==> src/hdl/nmg_pkg.sv <==
// ----------------------------------------------------------------------------
// nmg_pkg
// Shared types, constants and command codes of the neural-mass gating step.
// ----------------------------------------------------------------------------
`default_nettype none

package nmg_pkg;

  // default depth of the 2^-f interpolation table
  localparam int EXP_TABLE_ENTRIES_DEF = 256;

  // model constants in fixed point
  localparam logic signed [35:0] J_Q24     = 36'sd4377176;
  localparam logic signed [35:0] D_Q24     = 36'sd2583691;
  localparam logic signed [35:0] LOG2E_Q24 = 36'sd24204406;
  localparam logic signed [40:0] B_Q24     = 41'sd1811939328;
  localparam logic [63:0]        LN2_Q32   = 64'd2977044472;
  localparam logic [31:0]        INV_D_Q22 = 32'd27235740;
  localparam logic [31:0]        S_RESTART = 32'd2147484;
  localparam logic [31:0]        S_ONE     = 32'h8000_0000;
  localparam logic [31:0]        RATE_MAX  = 32'hFFFF_FFFF;
  localparam int                 DIV_STEPS = 32;

  // register reset values
  localparam logic [31:0] RST_WEIGHT   = 32'd16777216;
  localparam logic [31:0] RST_COUPLING = 32'd0;
  localparam logic [31:0] RST_BASELINE = 32'd5033165;
  localparam logic [30:0] RST_SIGMA    = 31'd0;
  localparam logic [31:0] RST_GAMMA    = 32'd275305;
  localparam logic [31:0] RST_DECAY    = 32'd4294967;
  localparam logic [31:0] RST_SQRT     = 32'd1358187913;

  typedef enum logic [2:0] {
    CFG_WEIGHT   = 3'd0,
    CFG_COUPLING = 3'd1,
    CFG_BASELINE = 3'd2,
    CFG_SIGMA    = 3'd3,
    CFG_GAMMA    = 3'd4,
    CFG_DECAY    = 3'd5,
    CFG_SQRT     = 3'd6
  } cfg_idx_t;

  typedef enum logic [3:0] {
    MUL_NONE,
    MUL_W_J,
    MUL_G_J,
    MUL_WJ_S,
    MUL_GJ_IN,
    MUL_M_D,
    MUL_Z_L2E,
    MUL_F_N,
    MUL_DIFF_FR,
    MUL_M_Q,
    MUL_GAM_R,
    MUL_GR_OM,
    MUL_DEC_S,
    MUL_NZ_SQ,
    MUL_NS_SIG
  } mul_op_t;

  typedef enum logic [4:0] {
    CAP_NONE,
    CAP_LOAD,
    CAP_WJ,
    CAP_GJ,
    CAP_XA,
    CAP_X,
    CAP_AXB,
    CAP_Z,
    CAP_V,
    CAP_IDX,
    CAP_HI,
    CAP_LO,
    CAP_P,
    CAP_Q,
    CAP_DIV,
    CAP_DSTEP,
    CAP_RQ,
    CAP_R_INV,
    CAP_R_ZERO,
    CAP_R_MAX,
    CAP_GR,
    CAP_T1,
    CAP_ACC,
    CAP_NS,
    CAP_FIN
  } cap_t;

  typedef struct packed {
    mul_op_t mul_op;
    cap_t    cap;
    logic    rom_lo;
  } nmg_cmd_t;

  typedef struct packed {
    logic near_zero;
    logic neg_big;
    logic pos_big;
    logic den_zero;
  } nmg_stat_t;

endpackage

`default_nettype wire

==> src/hdl/nmg_ctrl.sv <==
// ----------------------------------------------------------------------------
// nmg_ctrl
// Sequencer of one Euler step: issues multiplier and capture commands.
// ----------------------------------------------------------------------------
`default_nettype none

module nmg_ctrl
  import nmg_pkg::*;
(
  input  wire logic      clk,
  input  wire logic      rst_n,
  input  wire logic      in_valid,
  output logic           in_ready,
  input  wire logic      in_restart,
  output logic           out_valid,
  input  wire logic      out_ready,
  input  wire nmg_stat_t stat,
  output nmg_cmd_t       cmd
);

  localparam int CW = $clog2(DIV_STEPS);

  typedef enum logic [30:0] {
    ST_IDLE = 31'h0000_0001,
    ST_WJ   = 31'h0000_0002,
    ST_GJ   = 31'h0000_0004,
    ST_WS   = 31'h0000_0008,
    ST_GI   = 31'h0000_0010,
    ST_X    = 31'h0000_0020,
    ST_AXB  = 31'h0000_0040,
    ST_MD   = 31'h0000_0080,
    ST_Z    = 31'h0000_0100,
    ST_DEC  = 31'h0000_0200,
    ST_V    = 31'h0000_0400,
    ST_FN   = 31'h0000_0800,
    ST_IDX  = 31'h0000_1000,
    ST_RHI  = 31'h0000_2000,
    ST_RLO  = 31'h0000_4000,
    ST_LO   = 31'h0000_8000,
    ST_DF   = 31'h0001_0000,
    ST_P    = 31'h0002_0000,
    ST_Q    = 31'h0004_0000,
    ST_QD   = 31'h0008_0000,
    ST_DL   = 31'h0010_0000,
    ST_DIV  = 31'h0020_0000,
    ST_RQ   = 31'h0040_0000,
    ST_GR   = 31'h0080_0000,
    ST_GRC  = 31'h0100_0000,
    ST_GO   = 31'h0200_0000,
    ST_DS   = 31'h0400_0000,
    ST_NZ   = 31'h0800_0000,
    ST_NSC  = 31'h1000_0000,
    ST_T3   = 31'h2000_0000,
    ST_FIN  = 31'h4000_0000
  } state_t;

  state_t          state_r, state_nxt;
  logic [CW-1:0]   cnt_r, cnt_nxt;
  logic            out_valid_r, out_valid_nxt;

  assign in_ready  = (state_r == ST_IDLE);
  assign out_valid = out_valid_r;

  always_comb begin
    state_nxt     = state_r;
    cnt_nxt       = cnt_r;
    out_valid_nxt = out_valid_r;
    cmd           = '{mul_op: MUL_NONE, cap: CAP_NONE, rom_lo: 1'b0};
    if (out_valid_r && out_ready) begin
      out_valid_nxt = 1'b0;
    end
    unique case (state_r)
      ST_IDLE: begin
        if (in_valid) begin
          cmd.cap   = CAP_LOAD;
          state_nxt = in_restart ? ST_FIN : ST_WJ;
        end
      end
      ST_WJ: begin
        cmd.mul_op = MUL_W_J;
        state_nxt  = ST_GJ;
      end
      ST_GJ: begin
        cmd.mul_op = MUL_G_J;
        cmd.cap    = CAP_WJ;
        state_nxt  = ST_WS;
      end
      ST_WS: begin
        cmd.mul_op = MUL_WJ_S;
        cmd.cap    = CAP_GJ;
        state_nxt  = ST_GI;
      end
      ST_GI: begin
        cmd.mul_op = MUL_GJ_IN;
        cmd.cap    = CAP_XA;
        state_nxt  = ST_X;
      end
      ST_X: begin
        cmd.cap   = CAP_X;
        state_nxt = ST_AXB;
      end
      ST_AXB: begin
        cmd.cap   = CAP_AXB;
        state_nxt = ST_MD;
      end
      ST_MD: begin
        cmd.mul_op = MUL_M_D;
        state_nxt  = ST_Z;
      end
      ST_Z: begin
        cmd.cap   = CAP_Z;
        state_nxt = ST_DEC;
      end
      ST_DEC: begin
        // rate shortcuts: near zero, deep negative, large positive
        if (stat.near_zero) begin
          cmd.cap   = CAP_R_INV;
          state_nxt = ST_GR;
        end else if (stat.neg_big) begin
          cmd.cap   = CAP_R_ZERO;
          state_nxt = ST_GR;
        end else if (stat.pos_big) begin
          cmd.cap   = CAP_R_MAX;
          state_nxt = ST_GR;
        end else begin
          cmd.mul_op = MUL_Z_L2E;
          state_nxt  = ST_V;
        end
      end
      ST_V: begin
        cmd.cap   = CAP_V;
        state_nxt = ST_FN;
      end
      ST_FN: begin
        cmd.mul_op = MUL_F_N;
        state_nxt  = ST_IDX;
      end
      ST_IDX: begin
        cmd.cap   = CAP_IDX;
        state_nxt = ST_RHI;
      end
      ST_RHI: begin
        state_nxt = ST_RLO;
      end
      ST_RLO: begin
        cmd.rom_lo = 1'b1;
        cmd.cap    = CAP_HI;
        state_nxt  = ST_LO;
      end
      ST_LO: begin
        cmd.cap   = CAP_LO;
        state_nxt = ST_DF;
      end
      ST_DF: begin
        cmd.mul_op = MUL_DIFF_FR;
        state_nxt  = ST_P;
      end
      ST_P: begin
        cmd.cap   = CAP_P;
        state_nxt = ST_Q;
      end
      ST_Q: begin
        cmd.cap   = CAP_Q;
        state_nxt = ST_QD;
      end
      ST_QD: begin
        if (stat.den_zero) begin
          cmd.cap   = CAP_R_INV;
          state_nxt = ST_GR;
        end else begin
          cmd.mul_op = MUL_M_Q;
          state_nxt  = ST_DL;
        end
      end
      ST_DL: begin
        cmd.cap   = CAP_DIV;
        cnt_nxt   = '0;
        state_nxt = ST_DIV;
      end
      ST_DIV: begin
        cmd.cap = CAP_DSTEP;
        cnt_nxt = cnt_r + 1'b1;
        if (cnt_r == CW'(DIV_STEPS - 1)) begin
          state_nxt = ST_RQ;
        end
      end
      ST_RQ: begin
        cmd.cap   = CAP_RQ;
        state_nxt = ST_GR;
      end
      ST_GR: begin
        cmd.mul_op = MUL_GAM_R;
        state_nxt  = ST_GRC;
      end
      ST_GRC: begin
        cmd.cap   = CAP_GR;
        state_nxt = ST_GO;
      end
      ST_GO: begin
        cmd.mul_op = MUL_GR_OM;
        state_nxt  = ST_DS;
      end
      ST_DS: begin
        cmd.mul_op = MUL_DEC_S;
        cmd.cap    = CAP_T1;
        state_nxt  = ST_NZ;
      end
      ST_NZ: begin
        cmd.mul_op = MUL_NZ_SQ;
        cmd.cap    = CAP_ACC;
        state_nxt  = ST_NSC;
      end
      ST_NSC: begin
        cmd.cap   = CAP_NS;
        state_nxt = ST_T3;
      end
      ST_T3: begin
        cmd.mul_op = MUL_NS_SIG;
        state_nxt  = ST_FIN;
      end
      ST_FIN: begin
        // hold until the output register is free
        if (!out_valid_r || out_ready) begin
          cmd.cap       = CAP_FIN;
          out_valid_nxt = 1'b1;
          state_nxt     = ST_IDLE;
        end
      end
      default: begin
        state_nxt = ST_IDLE;
      end
    endcase
  end

  always_ff @(posedge clk) begin
    if (!rst_n) begin
      state_r     <= ST_IDLE;
      cnt_r       <= '0;
      out_valid_r <= 1'b0;
    end else begin
      state_r     <= state_nxt;
      cnt_r       <= cnt_nxt;
      out_valid_r <= out_valid_nxt;
    end
  end

endmodule

`default_nettype wire

==> config.mk <==
export PLATFORM = sky130hd
export DESIGN_NAME = nmg_ctrl
export DESIGN_NICKNAME = d
export VERILOG_FILES = /design/src/hdl/nmg_pkg.sv /design/src/hdl/nmg_ctrl.sv
export SDC_FILE = /design/constraint.sdc
export NUM_CORES = 1
export LEC_CHECK = 0
export BUFFER_PORTS_ARGS = -buffer_cell sky130_fd_sc_hd__buf_2
export CORE_AREA = 8 8 82 112
export DETAILED_ROUTE_END_ITERATION = 10
export DIE_AREA = 0 0 90 120
export PLACE_DENSITY = 0.49
export SYNTH_ARGS = -nofsm -noshare
export SYNTH_HDL_FRONTEND = slang
export SYNTH_SLANG_ARGS = --single-unit
==> constraint.sdc <==
create_clock -name clk -period 4.54 [get_ports clk]
set_input_delay 0.908 -clock clk [delete_from_list [all_inputs] [get_ports clk]]
set_output_delay 0.908 -clock clk [all_outputs]
set_load 0.02 [all_outputs]
==> flow_summary.yaml <==
outcome:
  run_status: "finished clean"
floorplan:
  fp.coreArea_um2: 7610
  num_rows: 38
  starting_utilization_of_the_core_area_pct: 28.7
  die-area_um2: 10800
  chipHeight_um: 120
  die_width_um: 90
  io_pins: 21
synth:
  yosys_register_bits: 37
  netlist.area_leader.share_pct: 34.0
  yosys-top-cells-count: "dfxtp_1, nor2_1, nand4_1"
  netlist_area_um2: 2180
  seq_area_frac_synth_pct: 34.0
  synth_largest_area_cell: "dfxtp_1"
  async_reset_ff_share_pct: 0
  synth.net_count: 265
  syn-mean-instance-area_um2: 8.58
  yosys_warnings: 0
  post_synth_inst_count: 254
  synth_top_cells_by_area: "dfxtp_1, nor4b_1, nor2_1"
  synth-edff-count: 0
  synthMostInstantiatedCell: "dfxtp_1"
  synthDistinctLibCells: 57
  synth_top_flop_cell: "dfxtp_1"
timing:
  maxClockFrequency_mhz: 273
  timing.final.max_slew_violations: 0
  slew_headroom_pct: 59.4
  final_period_minus_worst_setup_slack_ns: 3.66
  grt_setup_unrepaired: "false"
  finalHoldWorstSlack_ns: 0.505
  max_clock_skew_ns: 0.00282
  setup_viol: 0
  timing_worst_slew_pin_value_ns: 0.604
  hold_viol: 0
  period_share_pct: 80.7
  tns_ns: 0
global_route:
  globalRouteTotalUtil_pct: 11.9
  grt_max_degree: 23
  wire_length_of_the_first_global_routing_pass_um: 10100
  grt.overflow.total: 0
  initial_antenna_violation_count: 0
  via_count_of_the_first_global_routing_pass: 1949
power_and_ir_drop:
  irDropWorstVdd_mv: 0.126
  p_per_area_nw_per_um2: 378
  power.static_leakage_nw: 1.03
clocking:
  clkTransAtPathRegs_ns: 0.08
  cts_sinks: 37
  resized_after_cts: 0
  clockRootBuffer: "clkbuf_8"
  h-tree-depth: 2
  post-cts-setup-buffer-count: 0
  tritoncts: "built"
  cts-buffers-inserted: 5
  ctsLongestPathBuffers: 2
  insertion_delay_of_the_later_clocked_pin_in_the_worst_skew_pair_ns: 0.30
  cts.hold.buffers_added: 0
route:
  detail_route.iter0.violations: 100
  drt_wl_total_um: 6420
  drt_first_pass_iters: 4
  num_vias: 2035
  drt_drc_violations_left: 0
  detail_route.wl_per_cell_um: 17.2
  vias_per_cell: 5.46
  detail-route-antenna-nets: 0
placement:
  io_buffer_count: 20
  dp_hpwl_um: 4960
  placed_cells_incl_taps: 365
  gp_congestion: 0.850
cells_and_area:
  insertedDiodeCount: 0
  finish.net_count: 283
  flow.area_growth_from_synthesis_pct: 12.6
  final.fill_count: 809
  postLayoutCoreUtil_pct: 32.3
  layoutNonFillerInstCount: 373
  drive_above_1_share_pct: 18.7
critical_path:
  cp-start-kind: "flip-flop"
  worstPathMaxFanout: 6
  crit_required_ns: 3.63
  worst_setup_path_end_kind: "output pin"
  worst_ep_arrival_time_ns: 2.75
  worst-setup-path-type: "flip-flop to output pin"
  regToRegSetupSlack_ns: 1.69
hold_path:
  hold_class: "flip-flop to flip-flop"
run:
  cap_violations: 0
## power breakdown
| part | total (mW) | leakage (nW) | switching, mW | internal, mW |
|---|---|---|---|---|
| sequential | 0.354 | 0.299 | 0.0161 | 0.338 |
| clock | 0.240 | 0.0364 | 0.133 | 0.108 |
| combinational | 0.335 | 0.692 | 0.220 | 0.115 |
| total | 0.929 | 1.03 | 0.369 | 0.560 |
## registers in the layout, summed over array words and instances, names as in the netlist
signal,flops
state_r,31
cnt_r,5
out_valid,1
## cells in the final DEF (no fill, tap or decap), drive strengths merged, types with 2 or more instances in the layout
cell type,count
or3,5
a21o,3
nand2,13
nand3,13
o21a,2
inv,6
xor2,6
clkinvlp,3
or4b,4
nor4b,16
nand3b,3
nor2b,3
buf,23
dfxtp,37
nor4,11
a22oi,3
nand4b,4
a21oi,2
nand4,17
ha,2
and4b,2
and3,9
clkbuf,5
o21ai,10
nor2,34
or4,5
nor3,11
a21boi,3
or2,3
## layer usage
metal	track usage [%]	routed length, um
met5	0	0
met4	6.58	209
met3	2.44	304
met2	20.5	3150
met1	13.5	2760
## worst paths after layout
| check | startpoint | end | cells past startpoint |
|---|---|---|---|
| setup / recovery | state_r[8] | cmd[2] | 7 |
| hold / removal | cnt_r[3] | cnt_r[3] | 2 |
| setup reg to reg | state_r[8] | state_r[16] | 7 |
| hold reg to reg | cnt_r[3] | cnt_r[3] | 2 |
## final cells by class
type	count	area [um^2]	area share, %
inverter	7	26.3	1.07
clock inverter	3	22.5	0.917
multi-input combinational	198	1350	54.9
timing repair buffer	23	123	4.99
sequential	37	741	30.2
tap	100	125	5.10
clock buffer	5	68.8	2.80
## critical path, cell delays in order (launching register included)
cell and delay [ns]:
dfxtp_1 0.37, nor4_2 0.60, nand4_2 0.24, or4_4 0.49
nor4b_2 0.34, nor3_1 0.12, nand4_1 0.11, buf_2 0.18
## kinds of logic (layout without fill, tap and decap cells)
logic type / Yosys count / in the layout / share of synthesized area [%]
flops: 37 / 37 / 34.0
fa+ha+maj: 2 / 2 / 1.15
compound gates: 31 / 31 / 10.4
simple gates: 158 / 158 / 47.5
xor+xnor: 7 / 7 / 2.81
buf+inv: 19 / 38 / 4.13
## through the flow
step / power (mW) / area, um^2 / setup slack [ns]
2_1_floorplan: 0.600 / 2180 / 1.46
3_3_place_gp: 0.697 / 2360 / 1.23
3_5_place_dp: 0.694 / 2360 / 1.24
4_1_cts: 0.933 / 2450 / 0.877
5_1_grt: 0.981 / 2450 / 0.627
6_report: 0.929 / 2450 / 0.878
(Power assumes the default switching activity.)
